`config.mk`:
```
export PLATFORM = sky130hd
export DESIGN_NAME = pkcs1_v15_signature_padder_flat
export DESIGN_NICKNAME = d
export VERILOG_FILES = /design/src/pkpad_pkg.sv /design/src/pkpad_in_if.sv /design/src/pkpad_out_if.sv /design/src/pkpad_ram.sv /design/src/pkpad_cfg.sv /design/src/pkpad_front.sv /design/src/pkpad_back.sv /design/src/pkcs1_v15_signature_padder.sv /design/src/flat_wrapper.sv
export SDC_FILE = /design/constraint.sdc
export NUM_CORES = 1
export LEC_CHECK = 0
export BUFFER_PORTS_ARGS = -buffer_cell sky130_fd_sc_hd__buf_2
export CAP_MARGIN = 0
export CORE_UTILIZATION = 30
export CTS_BUF_LIST = sky130_fd_sc_hd__clkbuf_16
export CTS_CLUSTER_DIAMETER = 50
export DETAILED_ROUTE_END_ITERATION = 8
export GPL_ROUTABILITY_DRIVEN = 0
export MAX_ROUTING_LAYER = met4
export PLACE_DENSITY = 0.53
export SETUP_SLACK_MARGIN = 0.15
export SKIP_LAST_GASP = 1
export SYNTH_ARGS = -nofsm -noshare
export SYNTH_HDL_FRONTEND = slang
export SYNTH_SLANG_ARGS = --single-unit
```
`constraint.sdc`:
```
create_clock -name clk -period 6 [get_ports clk]
set_input_delay 0.3 -clock clk [delete_from_list [all_inputs] [get_ports clk]]
set_output_delay 0.3 -clock clk [all_outputs]
set_load 0.03 [all_outputs]
```
`src/pkpad_pkg.sv`:
```
// ---------------------------------------------------------------------------
// pkpad_pkg: shared types and constants of the PKCS#1 v1.5 signature padder
// Register layout, byte constants of the encoding, and the records that
// pass between the front stage and the result stage.
// ---------------------------------------------------------------------------
package pkpad_pkg;

	localparam int MAX_DIGEST_BYTES  = 64;
	localparam int MAX_ENCODED_BYTES = 512;
	localparam int MAX_OID_BYTES     = 9;

	localparam int APB_ADDR_W = 6;
	localparam int APB_DATA_W = 64;

	// Register reset values
	localparam logic        RST_CHECK_MODE      = 1'b0;
	localparam logic [9:0]  RST_ENCODED_LENGTH  = 10'd256;
	localparam logic [6:0]  RST_DIGEST_LENGTH   = 7'd32;
	localparam logic [3:0]  RST_OID_LENGTH      = 4'd0;
	localparam logic [63:0] RST_OID_FIRST_BYTES = 64'd0;
	localparam logic [7:0]  RST_OID_NINTH_BYTE  = 8'd0;

	// Encoding constants
	localparam logic [7:0] BYTE_ZERO     = 8'h00;
	localparam logic [7:0] BYTE_BLOCK    = 8'h01;
	localparam logic [7:0] BYTE_PAD      = 8'hFF;
	localparam logic [7:0] TAG_SEQUENCE  = 8'h30;
	localparam logic [7:0] TAG_OID       = 8'h06;
	localparam logic [7:0] TAG_NULL      = 8'h05;
	localparam logic [7:0] TAG_OCTETS    = 8'h04;
	localparam logic [7:0] OUTER_SEQ_ADD = 8'h08;
	localparam logic [7:0] ALG_SEQ_ADD   = 8'h04;
	// Fixed bytes: 00 01 ... 00 30 len 30 len 06 len ... 05 00 04 len
	localparam int FIXED_BYTES  = 13;
	// Bytes from the separator to the first OID content byte
	localparam int HDR_TO_OID   = 7;
	// Bytes that follow the padding run apart from OID and digest
	localparam int TAIL_FIXED   = 11;

	typedef enum logic { ACT_LOAD = 1'b0, ACT_EMIT = 1'b1 } action_t;

	typedef struct packed {
		logic        check_mode;
		logic [9:0]  encoded_length;
		logic [6:0]  digest_length;
		logic [3:0]  oid_length;
		logic [63:0] oid_first_bytes;
		logic [7:0]  oid_ninth_byte;
	} cfg_t;

	// What the front stage decides for one emitted position
	typedef struct packed {
		logic       dig_sel;
		logic [7:0] const_byte;
		logic       last;
		logic       err;
		logic [7:0] data;
		logic       check;
	} front_t;

	typedef struct packed {
		logic [7:0] encoded_byte;
		logic       last_byte;
		logic       mismatch;
		logic       size_error;
	} res_t;

	function automatic logic [7:0] oid_byte(input logic [63:0] first, input logic [7:0] ninth,
			input logic [3:0] idx);
		logic [7:0] b;
		case (idx)
			4'd0: b = first[63:56];
			4'd1: b = first[55:48];
			4'd2: b = first[47:40];
			4'd3: b = first[39:32];
			4'd4: b = first[31:24];
			4'd5: b = first[23:16];
			4'd6: b = first[15:8];
			4'd7: b = first[7:0];
			default: b = ninth;
		endcase
		return b;
	endfunction

endpackage

```
`src/pkpad_in_if.sv`:
```
// ---------------------------------------------------------------------------
// pkpad_in_if: input item channel
// Valid/ready channel carrying one load or emit command.
// ---------------------------------------------------------------------------
interface pkpad_in_if;
	logic       valid;
	logic       ready;
	logic       action;
	logic [7:0] data_byte;

	modport source (output valid, action, data_byte, input ready);
	modport sink (input valid, action, data_byte, output ready);
endinterface

```
`src/pkpad_out_if.sv`:
```
// ---------------------------------------------------------------------------
// pkpad_out_if: result channel
// Valid/ready channel carrying one encoded byte with its flags.
// ---------------------------------------------------------------------------
interface pkpad_out_if;
	logic       valid;
	logic       ready;
	logic [7:0] encoded_byte;
	logic       last_byte;
	logic       mismatch;
	logic       size_error;

	modport source (output valid, encoded_byte, last_byte, mismatch, size_error, input ready);
	modport sink (input valid, encoded_byte, last_byte, mismatch, size_error, output ready);
endinterface

```
`src/pkpad_ram.sv`:
```
// ---------------------------------------------------------------------------
// pkpad_ram: generic single-write, single-read RAM
// One write port, one read port with registered read data.
// ---------------------------------------------------------------------------
module pkpad_ram #(
	parameter int WIDTH = 8,
	parameter int DEPTH = 64
) (
	input  logic                     clk,
	input  logic                     we,
	input  logic [$clog2(DEPTH)-1:0] waddr,
	input  logic [WIDTH-1:0]         wdata,
	input  logic                     re,
	input  logic [$clog2(DEPTH)-1:0] raddr,
	output logic [WIDTH-1:0]         rdata
);

	logic [WIDTH-1:0] mem_q [DEPTH];

	always_ff @(posedge clk) begin
		if (we) begin
			mem_q[waddr] <= wdata;
		end
		if (re) begin
			rdata <= mem_q[raddr];
		end
	end

endmodule

```
`src/pkpad_cfg.sv`:
```
// ---------------------------------------------------------------------------
// pkpad_cfg: APB configuration registers
// Holds mode, lengths and OID bytes; registers sit at 8-byte strides.
// ---------------------------------------------------------------------------
module pkpad_cfg (
	input  logic                              clk,
	input  logic                              arst_n,
	input  logic                              psel,
	input  logic                              penable,
	input  logic                              pwrite,
	input  logic [pkpad_pkg::APB_ADDR_W-1:0]  paddr,
	input  logic [pkpad_pkg::APB_DATA_W-1:0]  pwdata,
	output logic [pkpad_pkg::APB_DATA_W-1:0]  prdata,
	output logic                              pready,
	output pkpad_pkg::cfg_t                   cfg
);

	typedef enum logic [2:0] {
		REG_CHECK_MODE      = 3'd0,
		REG_ENCODED_LENGTH  = 3'd1,
		REG_DIGEST_LENGTH   = 3'd2,
		REG_OID_LENGTH      = 3'd3,
		REG_OID_FIRST_BYTES = 3'd4,
		REG_OID_NINTH_BYTE  = 3'd5
	} reg_idx_t;

	pkpad_pkg::cfg_t cfg_q;
	logic            wr_en;
	reg_idx_t        idx;

	assign pready = 1'b1;
	assign wr_en  = psel && penable && pwrite;
	assign idx    = reg_idx_t'(paddr[5:3]);
	assign cfg    = cfg_q;

	always_ff @(posedge clk or negedge arst_n) begin
		if (!arst_n) begin
			cfg_q.check_mode      <= pkpad_pkg::RST_CHECK_MODE;
			cfg_q.encoded_length  <= pkpad_pkg::RST_ENCODED_LENGTH;
			cfg_q.digest_length   <= pkpad_pkg::RST_DIGEST_LENGTH;
			cfg_q.oid_length      <= pkpad_pkg::RST_OID_LENGTH;
			cfg_q.oid_first_bytes <= pkpad_pkg::RST_OID_FIRST_BYTES;
			cfg_q.oid_ninth_byte  <= pkpad_pkg::RST_OID_NINTH_BYTE;
		end else if (wr_en) begin
			case (idx)
				REG_CHECK_MODE:      cfg_q.check_mode      <= pwdata[0];
				REG_ENCODED_LENGTH:  cfg_q.encoded_length  <= pwdata[9:0];
				REG_DIGEST_LENGTH:   cfg_q.digest_length   <= pwdata[6:0];
				REG_OID_LENGTH:      cfg_q.oid_length      <= pwdata[3:0];
				REG_OID_FIRST_BYTES: cfg_q.oid_first_bytes <= pwdata;
				REG_OID_NINTH_BYTE:  cfg_q.oid_ninth_byte  <= pwdata[7:0];
				default: ;
			endcase
		end
	end

	always_comb begin
		case (idx)
			REG_CHECK_MODE:      prdata = {63'd0, cfg_q.check_mode};
			REG_ENCODED_LENGTH:  prdata = {54'd0, cfg_q.encoded_length};
			REG_DIGEST_LENGTH:   prdata = {57'd0, cfg_q.digest_length};
			REG_OID_LENGTH:      prdata = {60'd0, cfg_q.oid_length};
			REG_OID_FIRST_BYTES: prdata = cfg_q.oid_first_bytes;
			REG_OID_NINTH_BYTE:  prdata = {56'd0, cfg_q.oid_ninth_byte};
			default:             prdata = '0;
		endcase
	end

endmodule

```
`src/pkpad_front.sv`:
```
// ---------------------------------------------------------------------------
// pkpad_front: position tracking and byte selection
// Keeps the emit position and load index, drives the digest store ports
// and classifies each emitted position.
// ---------------------------------------------------------------------------
module pkpad_front #(
	parameter int MAX_DIGEST_BYTES  = pkpad_pkg::MAX_DIGEST_BYTES,
	parameter int MAX_ENCODED_BYTES = pkpad_pkg::MAX_ENCODED_BYTES,
	parameter int MAX_OID_BYTES     = pkpad_pkg::MAX_OID_BYTES,
	localparam int AW = $clog2(MAX_DIGEST_BYTES)
) (
	input  logic                 clk,
	input  logic                 arst_n,
	input  pkpad_pkg::cfg_t      cfg,
	input  logic                 accept,
	input  logic                 action,
	input  logic [7:0]           data_byte,
	output logic                 ram_we,
	output logic [AW-1:0]        ram_waddr,
	output logic [AW-1:0]        ram_raddr,
	output pkpad_pkg::front_t    front
);

	localparam int PW = $clog2(MAX_ENCODED_BYTES);
	localparam int CW = $clog2(MAX_ENCODED_BYTES + 1) + 1;

	logic [PW-1:0] emit_pos_q;
	logic [AW-1:0] load_idx_q;

	logic [CW-1:0] len_l, len_d, len_o, need, pos, hs, p, q, dstart;
	logic          err, last, is_emit;

	assign is_emit = (action == pkpad_pkg::ACT_EMIT);

	always_comb begin
		// Saturate the lengths
		len_l = (CW'(cfg.encoded_length) > CW'(MAX_ENCODED_BYTES)) ?
			CW'(MAX_ENCODED_BYTES) : CW'(cfg.encoded_length);
		len_d = (CW'(cfg.digest_length) > CW'(MAX_DIGEST_BYTES)) ?
			CW'(MAX_DIGEST_BYTES) : CW'(cfg.digest_length);
		len_o = (CW'(cfg.oid_length) > CW'(MAX_OID_BYTES)) ?
			CW'(MAX_OID_BYTES) : CW'(cfg.oid_length);
		need  = CW'(pkpad_pkg::FIXED_BYTES) + len_o + len_d;
		err   = len_l < need;

		// Restart if the length was lowered under the current position
		pos    = (CW'(emit_pos_q) >= len_l) ? '0 : CW'(emit_pos_q);
		last   = (len_l != '0) && (pos == len_l - CW'(1));
		hs     = len_l - CW'(pkpad_pkg::TAIL_FIXED) - len_o - len_d;
		p      = pos - hs;
		q      = p - CW'(pkpad_pkg::HDR_TO_OID) - len_o;
		dstart = len_l - len_d;

		front.dig_sel    = 1'b0;
		front.const_byte = pkpad_pkg::BYTE_ZERO;
		front.last       = last;
		front.err        = err;
		front.data       = data_byte;
		front.check      = cfg.check_mode;

		if (err) begin
			front.const_byte = pkpad_pkg::BYTE_ZERO;
		end else if (pos == CW'(0)) begin
			front.const_byte = pkpad_pkg::BYTE_ZERO;
		end else if (pos == CW'(1)) begin
			front.const_byte = pkpad_pkg::BYTE_BLOCK;
		end else if (pos < hs) begin
			front.const_byte = pkpad_pkg::BYTE_PAD;
		end else if (p < CW'(pkpad_pkg::HDR_TO_OID)) begin
			case (p[2:0])
				3'd0: front.const_byte = pkpad_pkg::BYTE_ZERO;
				3'd1: front.const_byte = pkpad_pkg::TAG_SEQUENCE;
				3'd2: front.const_byte = pkpad_pkg::OUTER_SEQ_ADD + 8'(len_o) + 8'(len_d);
				3'd3: front.const_byte = pkpad_pkg::TAG_SEQUENCE;
				3'd4: front.const_byte = pkpad_pkg::ALG_SEQ_ADD + 8'(len_o);
				3'd5: front.const_byte = pkpad_pkg::TAG_OID;
				3'd6: front.const_byte = 8'(len_o);
				default: front.const_byte = pkpad_pkg::BYTE_ZERO;
			endcase
		end else if (p < CW'(pkpad_pkg::HDR_TO_OID) + len_o) begin
			front.const_byte = pkpad_pkg::oid_byte(cfg.oid_first_bytes, cfg.oid_ninth_byte,
				4'(p - CW'(pkpad_pkg::HDR_TO_OID)));
		end else if (pos >= dstart) begin
			front.dig_sel = 1'b1;
		end else begin
			case (q[1:0])
				2'd0: front.const_byte = pkpad_pkg::TAG_NULL;
				2'd1: front.const_byte = pkpad_pkg::BYTE_ZERO;
				2'd2: front.const_byte = pkpad_pkg::TAG_OCTETS;
				2'd3: front.const_byte = 8'(len_d);
				default: front.const_byte = pkpad_pkg::BYTE_ZERO;
			endcase
		end
	end

	assign ram_we    = accept && !is_emit;
	assign ram_waddr = load_idx_q;
	assign ram_raddr = AW'(pos - dstart);

	always_ff @(posedge clk or negedge arst_n) begin
		if (!arst_n) begin
			emit_pos_q <= '0;
			load_idx_q <= '0;
		end else if (accept) begin
			if (!is_emit) begin
				// Wrap after the last store entry
				load_idx_q <= (load_idx_q == AW'(MAX_DIGEST_BYTES - 1)) ?
					'0 : load_idx_q + AW'(1);
			end else if (last) begin
				emit_pos_q <= '0;
				load_idx_q <= '0;
			end else begin
				emit_pos_q <= PW'(pos + CW'(1));
			end
		end
	end

endmodule

```
`src/pkpad_back.sv`:
```
// ---------------------------------------------------------------------------
// pkpad_back: digest merge, compare and output register
// Picks the stored digest byte or the fixed byte, tracks the sticky
// mismatch and holds the result until it is taken.
// ---------------------------------------------------------------------------
module pkpad_back (
	input  logic              clk,
	input  logic              arst_n,
	input  logic              emit_in,
	input  pkpad_pkg::front_t front,
	input  logic [7:0]        ram_rdata,
	input  logic              out_ready,
	output logic              take,
	output logic              out_valid,
	output pkpad_pkg::res_t   res
);

	pkpad_pkg::front_t front_s1;
	logic              valid_s1;
	pkpad_pkg::res_t   res_s2;
	logic              valid_s2;
	logic              mismatch_seen_q;

	logic              s2_en;
	logic [7:0]        byte_c;
	logic              seen_c;
	pkpad_pkg::res_t   res_c;

	assign s2_en = !valid_s2 || out_ready;
	assign take  = !valid_s1 || s2_en;

	always_comb begin
		byte_c = front_s1.dig_sel ? ram_rdata : front_s1.const_byte;
		seen_c = mismatch_seen_q ||
			(front_s1.check && !front_s1.err && (byte_c != front_s1.data));
		res_c.encoded_byte = byte_c;
		res_c.last_byte    = front_s1.last;
		res_c.mismatch     = front_s1.check && seen_c;
		res_c.size_error   = front_s1.err;
	end

	always_ff @(posedge clk or negedge arst_n) begin
		if (!arst_n) begin
			valid_s1        <= 1'b0;
			valid_s2        <= 1'b0;
			mismatch_seen_q <= 1'b0;
		end else begin
			if (take) begin
				valid_s1 <= emit_in;
			end
			if (s2_en) begin
				valid_s2 <= valid_s1;
				if (valid_s1) begin
					mismatch_seen_q <= front_s1.last ? 1'b0 : seen_c;
				end
			end
		end
	end

	always_ff @(posedge clk) begin
		if (take) begin
			front_s1 <= front;
		end
		if (s2_en && valid_s1) begin
			res_s2 <= res_c;
		end
	end

	assign out_valid = valid_s2;
	assign res       = res_s2;

endmodule

```
`src/pkcs1_v15_signature_padder.sv`:
```
// ---------------------------------------------------------------------------
// pkcs1_v15_signature_padder: EMSA-PKCS1-v1_5 encoder and checker
// Streams 00 01 FF..FF 00 DigestInfo one byte per emit command, with an
// optional byte-by-byte compare against received data.
// ---------------------------------------------------------------------------
//
//  Channel  Dir  Handshake      Payload
//  items    in   valid/ready    action, data_byte
//  results  out  valid/ready    encoded_byte, last_byte, mismatch, size_error
//  apb      in   psel/penable   paddr, pwdata -> prdata (pready tied high)
//
//  One item per cycle sustained while results are taken; an emit transfer
//  shows its result after the front register, then the output register. The
//  digest store's registered read port lines up with the front register.
//  A load transfer writes the digest store and yields no result.
//  Reset clears positions, valid bits and the mismatch flag; the digest
//  store holds garbage until loaded and needs no clearing pass.
//  A stall on results holds the output register; items stay accepted
//  as long as the front register can move forward.
//
module pkcs1_v15_signature_padder #(
	parameter int MAX_DIGEST_BYTES  = pkpad_pkg::MAX_DIGEST_BYTES,
	parameter int MAX_ENCODED_BYTES = pkpad_pkg::MAX_ENCODED_BYTES,
	parameter int MAX_OID_BYTES     = pkpad_pkg::MAX_OID_BYTES
) (
	input  logic                             clk,
	input  logic                             arst_n,
	pkpad_in_if.sink                         items,
	pkpad_out_if.source                      results,
	input  logic                             psel,
	input  logic                             penable,
	input  logic                             pwrite,
	input  logic [pkpad_pkg::APB_ADDR_W-1:0] paddr,
	input  logic [pkpad_pkg::APB_DATA_W-1:0] pwdata,
	output logic [pkpad_pkg::APB_DATA_W-1:0] prdata,
	output logic                             pready
);

	localparam int AW = $clog2(MAX_DIGEST_BYTES);

	pkpad_pkg::cfg_t   cfg;
	pkpad_pkg::front_t front;
	pkpad_pkg::res_t   res;

	logic          take;
	logic          accept;
	logic          emit_acc;
	logic          ram_we;
	logic [AW-1:0] ram_waddr;
	logic [AW-1:0] ram_raddr;
	logic [7:0]    ram_rdata;
	logic          out_valid;

	// Take a transfer whenever the front register can advance
	assign items.ready = take;
	assign accept      = items.valid && take;
	assign emit_acc    = accept && (items.action == pkpad_pkg::ACT_EMIT);

	pkpad_cfg u_cfg (
		.clk     (clk),
		.arst_n  (arst_n),
		.psel    (psel),
		.penable (penable),
		.pwrite  (pwrite),
		.paddr   (paddr),
		.pwdata  (pwdata),
		.prdata  (prdata),
		.pready  (pready),
		.cfg     (cfg)
	);

	// Position counter, load index and per-position byte choice
	pkpad_front #(
		.MAX_DIGEST_BYTES  (MAX_DIGEST_BYTES),
		.MAX_ENCODED_BYTES (MAX_ENCODED_BYTES),
		.MAX_OID_BYTES     (MAX_OID_BYTES)
	) u_front (
		.clk       (clk),
		.arst_n    (arst_n),
		.cfg       (cfg),
		.accept    (accept),
		.action    (items.action),
		.data_byte (items.data_byte),
		.ram_we    (ram_we),
		.ram_waddr (ram_waddr),
		.ram_raddr (ram_raddr),
		.front     (front)
	);

	// Digest store; read data lines up with the front register
	pkpad_ram #(
		.WIDTH (8),
		.DEPTH (MAX_DIGEST_BYTES)
	) u_digest_ram (
		.clk   (clk),
		.we    (ram_we),
		.waddr (ram_waddr),
		.wdata (items.data_byte),
		.re    (accept),
		.raddr (ram_raddr),
		.rdata (ram_rdata)
	);

	// Merge digest byte, compare, hold the result
	pkpad_back u_back (
		.clk       (clk),
		.arst_n    (arst_n),
		.emit_in   (emit_acc),
		.front     (front),
		.ram_rdata (ram_rdata),
		.out_ready (results.ready),
		.take      (take),
		.out_valid (out_valid),
		.res       (res)
	);

	assign results.valid        = out_valid;
	assign results.encoded_byte = res.encoded_byte;
	assign results.last_byte    = res.last_byte;
	assign results.mismatch     = res.mismatch;
	assign results.size_error   = res.size_error;

endmodule

```
`src/flat_wrapper.sv`:
```
// flat-port wrapper written by rule: the top's interface ports become plain ports
module pkcs1_v15_signature_padder_flat 
#(
	parameter int MAX_DIGEST_BYTES  = pkpad_pkg::MAX_DIGEST_BYTES,
	parameter int MAX_ENCODED_BYTES = pkpad_pkg::MAX_ENCODED_BYTES,
	parameter int MAX_OID_BYTES     = pkpad_pkg::MAX_OID_BYTES
)
  (clk, arst_n, psel, penable, pwrite, paddr, pwdata, prdata, pready, items_valid, items_action, items_data_byte, items_ready, results_valid, results_encoded_byte, results_last_byte, results_mismatch, results_size_error, results_ready);
  pkpad_in_if items_i ();
  pkpad_out_if results_i ();
  input  logic clk;
  input  logic arst_n;
  input  logic psel;
  input  logic penable;
  input  logic pwrite;
  input  logic [pkpad_pkg::APB_ADDR_W-1:0] paddr;
  input  logic [pkpad_pkg::APB_DATA_W-1:0] pwdata;
  output logic [pkpad_pkg::APB_DATA_W-1:0] prdata;
  output logic pready;
  input wire logic [$bits(items_i.valid)-1:0] items_valid;
  input wire logic [$bits(items_i.action)-1:0] items_action;
  input wire logic [$bits(items_i.data_byte)-1:0] items_data_byte;
  output wire logic [$bits(items_i.ready)-1:0] items_ready;
  output wire logic [$bits(results_i.valid)-1:0] results_valid;
  output wire logic [$bits(results_i.encoded_byte)-1:0] results_encoded_byte;
  output wire logic [$bits(results_i.last_byte)-1:0] results_last_byte;
  output wire logic [$bits(results_i.mismatch)-1:0] results_mismatch;
  output wire logic [$bits(results_i.size_error)-1:0] results_size_error;
  input wire logic [$bits(results_i.ready)-1:0] results_ready;
  assign items_i.valid = items_valid;
  assign items_i.action = items_action;
  assign items_i.data_byte = items_data_byte;
  assign items_ready = items_i.ready;
  assign results_valid = results_i.valid;
  assign results_encoded_byte = results_i.encoded_byte;
  assign results_last_byte = results_i.last_byte;
  assign results_mismatch = results_i.mismatch;
  assign results_size_error = results_i.size_error;
  assign results_i.ready = results_ready;
  pkcs1_v15_signature_padder #(.MAX_DIGEST_BYTES(MAX_DIGEST_BYTES), .MAX_ENCODED_BYTES(MAX_ENCODED_BYTES), .MAX_OID_BYTES(MAX_OID_BYTES)) u_core (.clk(clk), .arst_n(arst_n), .items(items_i), .results(results_i), .psel(psel), .penable(penable), .pwrite(pwrite), .paddr(paddr), .pwdata(pwdata), .prdata(prdata), .pready(pready));
endmodule
```
### Word-level counts from Yosys, hierarchy flattened

Memories as Yosys holds them, arrays and structs flattened. A register that Yosys moved wholly into a read port is not among the register bits.
Cells that the tools add are included.

| cells by class | value |
|---|---|
| equal/unequal tests | 26 |
| mux-type cells | 22 |
| reduce and logical (&&, ||, !) cells | 35 |
| magnitude comparators | 9 |
| add/sub/neg operators | 17 |

Operators by type and width:

| operator | number |
|---|---|
| $pmux W64 S6 | 1 |
| $pmux W8 S8 | 1 |
| $mux W8 | 5 |
| $pmux W8 S5 | 1 |
| $pmux W8 S4 | 1 |
| $mux W6 | 3 |
| $mux W9 | 2 |
| $reduce_and A2 Y1 | 9 |
| $add A5 B7 Y8 | 2 |
| $eq A4 B3 Y1 const B | 4 |
| $eq A3 B3 Y1 const B | 5 |
| $eq A3 B2 Y1 const B | 4 |
| $eq A9 B11 Y1 | 1 |
| $ge A9 B11 Y1 | 1 |
| $logic_not A11 Y1 | 1 |
| $lt A11 B3 Y1 const B | 1 |
| $lt A11 B5 Y1 | 1 |
| $lt A9 B11 Y1 | 1 |
| $reduce_bool A11 Y1 | 1 |
| $sub A10 B1 Y11 const B | 1 |
| $sub A10 B4 Y11 const B | 1 |
| $sub A10 B7 Y11 | 1 |
| $sub A11 B4 Y11 | 1 |
| $sub A11 B7 Y11 | 1 |
| other kinds (35) | 59 |

| storage, ports and cells | value |
|---|---|
| output and inout port bits | 78 |
| memory bits (writable) | 512 |
| bits of input ports | 86 |
| word-level logic and storage cells | 132 |
| flip-flop bits (word level) | 143 |
| memories kept | 1 |

Memories:

| name | words | bits a word | rd ports | clocked after Yosys merged registers in | wr ports | RTL line | RTL |
|---|---|---|---|---|---|---|---|
| u_core.u_digest_ram.mem_q | 64 | 8 | 1 | 1 | 1 | pkpad_ram.sv:18 | `logic [WIDTH-1:0] mem_q [DEPTH];` |

### Depth between registers and ports, before layout

| depth | value |
|---|---|
| depth in word-level cells | 15 |
| mapped depth | 30 |

### Hierarchy

A second synthesis with hierarchy kept.

| second synthesis, totals | value |
|---|---|
| cell total of the unflattened synthesis | 2,059 |
| area, all modules | 31,423.9 µm² |

By module, submodules not included:

| module | area each (µm²) | cells an instance | sequential area each (µm²) | times used |
|---|---|---|---|---|
| pkpad_ram | 20,246.9 | 940 | 15,615.0 | 1 |
| pkpad_front | 5,575.3 | 736 | 375.4 | 1 |
| pkpad_cfg | 4,286.6 | 309 | 2,354.8 | 1 |
| pkpad_back | 1,302.5 | 72 | 1,006.0 | 1 |
| pkcs1_v15_signature_padder | 12.5 | 2 | 0.0 | 1 |

### Worst setup path before layout

No wires, ideal clock.

| path | value |
|---|---|
| kind | reg2reg |
| start point | register u_core.u_cfg.cfg_q (netlist bit u_core.u_cfg.cfg[92]) |
| end point | register u_core.u_back.front_s1[15] (netlist bit) (data pin) |
| cell stages (with the launch flop) | 29 |
| clock period less this slack | 5,925 ps |
| data arrival time | 5,671 ps |
| setup time | 254 ps |
| required time | 5,746 ps |
| setup slack | 75 ps |
| cells stage by stage | dfrtp_1 clkbuf_1 buf_2 nor2b_1 inv_1 ha_1 and4b_1 nand2_1 o221a_4 buf_4 buf_2 buf_2 nand2_1 ha_1 inv_1 fa_1 xor2_1 and3_1 nor2_1 inv_1 ha_1 clkbuf_1 mux2_2 a22oi_1 o21ai_0 a22oi_1 a211o_1 a21oi_1 o21a_1 |

| on the way | value |
|---|---|
| longest elaborated chain between the ends | 14 |

RTL lines:

| element | RTL line | RTL |
|---|---|---|
| start, declared | pkpad_cfg.sv:27 | `pkpad_pkg::cfg_t cfg_q;` |
| $gt A10 B10 Y1 | pkpad_front.sv:37 | `len_l = (CW'(cfg.encoded_length) > CW'(MAX_ENCODED_BYTES)) ?` |
| $mux W10 (*) | pkpad_front.sv:37 |  |
| $sub A10 B4 Y11 | pkpad_front.sv:49 | `hs = len_l - CW'(pkpad_pkg::TAIL_FIXED) - len_o - len_d;` |
| $sub A11 B4 Y11 | pkpad_front.sv:49 |  |
| $sub A11 B7 Y11 | pkpad_front.sv:49 |  |
| $sub A9 B11 Y11 | pkpad_front.sv:50 | `p = pos - hs;` |
| $sub A4 B3 Y4 | pkpad_front.sv:82 | `4'(p - CW'(pkpad_pkg::HDR_TO_OID)));` |
| $sub A2 B2 Y2 | pkpad_front.sv:51 | `q = p - CW'(pkpad_pkg::HDR_TO_OID) - len_o;` |
| $eq A2 B2 Y1 (tied with other cells) | pkpad_front.sv:86 | `case (q[1:0])` |
| $pmux W8 S4 | pkpad_front.sv:86 |  |
| $mux W8 | pkpad_front.sv:83 | `end else if (pos >= dstart) begin` |
| $mux W8 | pkpad_front.sv:80 | `end else if (p < CW'(pkpad_pkg::HDR_TO_OID) + len_o) begin` |
| $mux W8 | pkpad_front.sv:69 | `end else if (p < CW'(pkpad_pkg::HDR_TO_OID)) begin` |
| $mux W8 | pkpad_front.sv:67 | `end else if (pos < hs) begin` |
| end signal, assigned | pkpad_back.sv:62 | `front_s1 <= front;` |
| end, declared | pkpad_back.sv:18 | `pkpad_pkg::front_t front_s1;` |

Mark *: on every way between the ends. The rest lies on a longest branch, timed or not. The select of a mux whose other input is x is not followed.
A chain may end at the register's enable or synchronous reset.

### Worst setup path in the final report

| path | value |
|---|---|
| start point | register u_core.u_cfg.cfg_q (netlist bit u_core.u_cfg.cfg[74]) |
| end point | register u_core.u_back.front_s1[12] (netlist bit) (data pin) |

| on the way | value |
|---|---|
| longest elaborated chain between the ends | 13 |

RTL lines:

| element | RTL line | RTL |
|---|---|---|
| $gt A4 B4 Y1 | pkpad_front.sv:41 | `len_o = (CW'(cfg.oid_length) > CW'(MAX_OID_BYTES)) ?` |
| $mux W4 (*) | pkpad_front.sv:41 |  |
| $sub A11 B4 Y11 | pkpad_front.sv:49 |  |
| $sub A11 B7 Y11 | pkpad_front.sv:49 |  |
| $sub A9 B11 Y11 | pkpad_front.sv:50 |  |
| $sub A4 B3 Y4 | pkpad_front.sv:82 |  |
| $sub A2 B2 Y2 | pkpad_front.sv:51 |  |
| $eq A2 B2 Y1 (tied with other cells) | pkpad_front.sv:86 |  |
| $pmux W8 S4 | pkpad_front.sv:86 |  |
| $mux W8 | pkpad_front.sv:83 |  |
| $mux W8 | pkpad_front.sv:80 |  |
| $mux W8 | pkpad_front.sv:69 |  |
| $mux W8 | pkpad_front.sv:67 |  |

Marked as above.

==> metrics.txt <==
Mapped Cells slightly above 2000; Antenna Cells 0; post-synthesis cell type count 80; Crit path top cell by count inv_1; Vias/cell 5.054; top_reg_cell synth edfxtp_1; hold crit path type input pin to flop; ys async rst share between 10% and 20%; Tmin final 5567 ps; initial drt markers about 1400; antenna violations before repair 0; final HPWL from detailed placement approximately 55000 um; Worst Skew between 50 and 60 ps; total clock sinks between 600 and 700; register bit total from synthesis 663; unrepaired setup endpoints after global routing no; count leader, synth edfxtp_1; top cells by area, synth edfxtp_1, mux4_2, dfrtp_1; clock root cell clkbuf_16; final core utilization approximately 37%; nets@finish 2502; crit-path max FO 6; EDFF count, synth roughly 550; CP required 6380 ps; area grow syn2layout 20.68%; total grt overflow 0; DRC Markers 0; sequential share of the synthesized area slightly above 60%; placed insts 3530; Antenna Violating Nets Remaining 0; measured slew at the worst slew-check pin 1150 ps; CP Buf/Inv Count 5; Die X around 320 um; vias ~19000; Port Buffers 159; Commonest cells post-synth edfxtp_1, mux2i_1, mux4_2; fmax roughly 0.18 GHz; drt wl/cell ~22 um; critical path cell sequence or2_2 > a21oi_4 > inv_1 > ha_1 > inv_1 > fa_1 > ha_2 > inv_1 > fa_2 > ha_4 > a31o_4 > mux2_2 > a311o_1 > nor4_4 > buf_4 > buf_6 > xor2_4 > o41ai_4 > a222oi_1 > nand4_1 > mux2i_1 > o22ai_1; CTS Buf Count 85; post-synthesis instance area 31090 sq um; Critical Path AT between 5000 and 6000 ps; std cell rows approximately 120; vias in the first global route about 19000; slowest cell delay on critical path 470 ps; Worst setup SP type flop; Setup Viol. Count Final 0; Synth warnings 0; first-pass GRT wire length 123600 um; Final Max Tran Viols 0; routed wire length roughly 83000 um; Setup CP Type flop to flop; Final TNS setup 0 ps; Slew Limit Headroom 22.35%; TritonRoute pass-1 iters 5; Crit-path slowest cell fa_2; pin count of the biggest net entering global routing 70; outcome complete, no violations; chip height roughly 320 um; Final Hold Vio Count 0; clk buf depth 3; syn avg cell area about 15 sq um; Crit. End Element flop; Die ar. 104900 sq um; IO Pins 164; share of layout cells above drive strength 1 a little over a quarter; Clk Latency, worst-skew pair ~660 ps; TritonCTS clock tree yes; Non-Filler Instances approximately 3800; largest area contributor in the synthesized netlist edfxtp_1; crit share post-route approximately 93%; Yosys top cell area share 53.22%; core area ~100000 sq um; Worst path top cell family by delay adder cells; MaxCap Viol Count 0; starting density of the core between 30% and 40%; H-tree depth 3; Tot GR Track Use around 16%; Clock Pin Slew Worst Setup and Hold Paths 60 ps
-- flip-flops by register name, summed over array words and instances, names as in the netlist --
name / count
u_core.u_back.front_s1: 20
u_core.u_back.mismatch_seen_q: 1
u_core.u_back.out_valid: 1
u_core.u_back.res: 11
u_core.u_back.valid_s1: 1
u_core.u_cfg.cfg: 94
u_core.u_digest_ram.mem_q: 512
u_core.u_digest_ram.rdata: 8
u_core.u_front.emit_pos_q: 9
u_core.u_front.ram_waddr: 6
-- cell families (layout without fill, tap and decap cells) --
logic type	count (synthesis)	after routing	synth area share, %
adder cells (fa/ha/maj)	96	96	4.065
buffers and inverters	182	534	2.266
XOR/XNOR	50	50	1.477
AND/OR/NAND/NOR	422	422	6.822
flip-flops	663	663	62.25
other	1	2	0.01206
AO/OA/AOI/OAI	254	254	5.578
multiplexers	370	370	17.53
-- layout by cell type (no fill, tap or decap), types with 12 or more instances in the layout --
| cell type | instances |
|---|---|
| o22ai_1 | 12 |
| edfxtp_1 | 551 |
| o21a_1 | 16 |
| mux2i_1 | 129 |
| dlygate4sd3_1 | 67 |
| inv_1 | 96 |
| and3_1 | 69 |
| buf_2 | 158 |
| nand3_1 | 35 |
| nand2_1 | 78 |
| nand2b_1 | 18 |
| nor2b_1 | 18 |
| xor2_1 | 17 |
| mux2_2 | 112 |
| dfrtp_1 | 109 |
| clkbuf_16 | 85 |
| o21ai_0 | 49 |
| xnor2_1 | 27 |
| nor2_1 | 121 |
| nor3_1 | 21 |
| buf_4 | 65 |
| clkinv_1 | 13 |
| a22oi_1 | 20 |
| a21oi_1 | 54 |
| a31oi_1 | 12 |
| mux4_2 | 128 |
| ha_1 | 80 |
-- metal layers --
layer	vias up	wire (um)	track usage [%]
met5	-	0	-
met4	0	1629	4.319
met3	107	4105	2.460
met2	576	40030	25.59
met1	9795	37250	21.57
li1	8519	-	-
-- cell type report --
type / instances / area [sq um]
Sequential cell: 663 / 19350
Clock inverter: 71 / 726.9
Tap cell: 1368 / 1712
Inverter: 81 / 304.0
Multi-Input combinational cell: 1194 / 11210
Timing Repair Buffer: 297 / 2081
Clock buffer: 85 / 2127
Fill cell: 9755 / 64660
-- metrics by stage --
stage / area [sq um] / setup slack [ps] / hold slack, ps
2_1_floorplan: 31090 / 203.4 / 4.409
3_3_place_gp: 33820 / 213.8 / 434.5
3_5_place_dp: 33820 / 147.3 / 434.7
4_1_cts: 37410 / 149.4 / 225.9
5_1_grt: 37520 / 154.6 / 245.2
6_report: 37520 / 433.5 / 271.2
-- path summary, 6_finish.rpt --
path	from	endpoint	slack, ps	depth (start not counted)
min reg2reg	u_core.u_back.front_s1[9]	u_core.u_back.res[0]	450	0
max in group asynchronous	arst_n	u_core.u_cfg.cfg[75]	4390	3
min in group asynchronous	arst_n	u_core.u_front.ram_waddr[2]	330	2
max	u_core.u_cfg.cfg[74]	u_core.u_back.front_s1[12]	430	22
min	penable	u_core.u_cfg.cfg[19]	270	4
max reg2reg	u_core.u_cfg.cfg[74]	u_core.u_back.front_s1[12]	430	22
-- timing repair --
item,4_1_cts,5_1_grt
hold endpoints to repair,142,0
pin swaps,3,4
resized for setup,4,22
buffers inserted,5,1
hold buffers,67,0
setup endpoints to repair,2,9
-- worst register-to-register path: stages, from the launching register on --
cell and delay (ps):
dfrtp_1 380, or2_2 340, a21oi_4 170, inv_1 70, ha_1 220, inv_1 70, fa_1 420, ha_2 220
inv_1 70, fa_2 470, ha_4 300, a31o_4 170, mux2_2 340, a311o_1 370, nor4_4 130, buf_4 180
buf_6 140, xor2_4 230, o41ai_4 140, a222oi_1 430, nand4_1 170, mux2i_1 180, o22ai_1 110
Power is not shown: default switching activity piles up to over one toggle a cycle in this logic, so the estimate is an artifact.
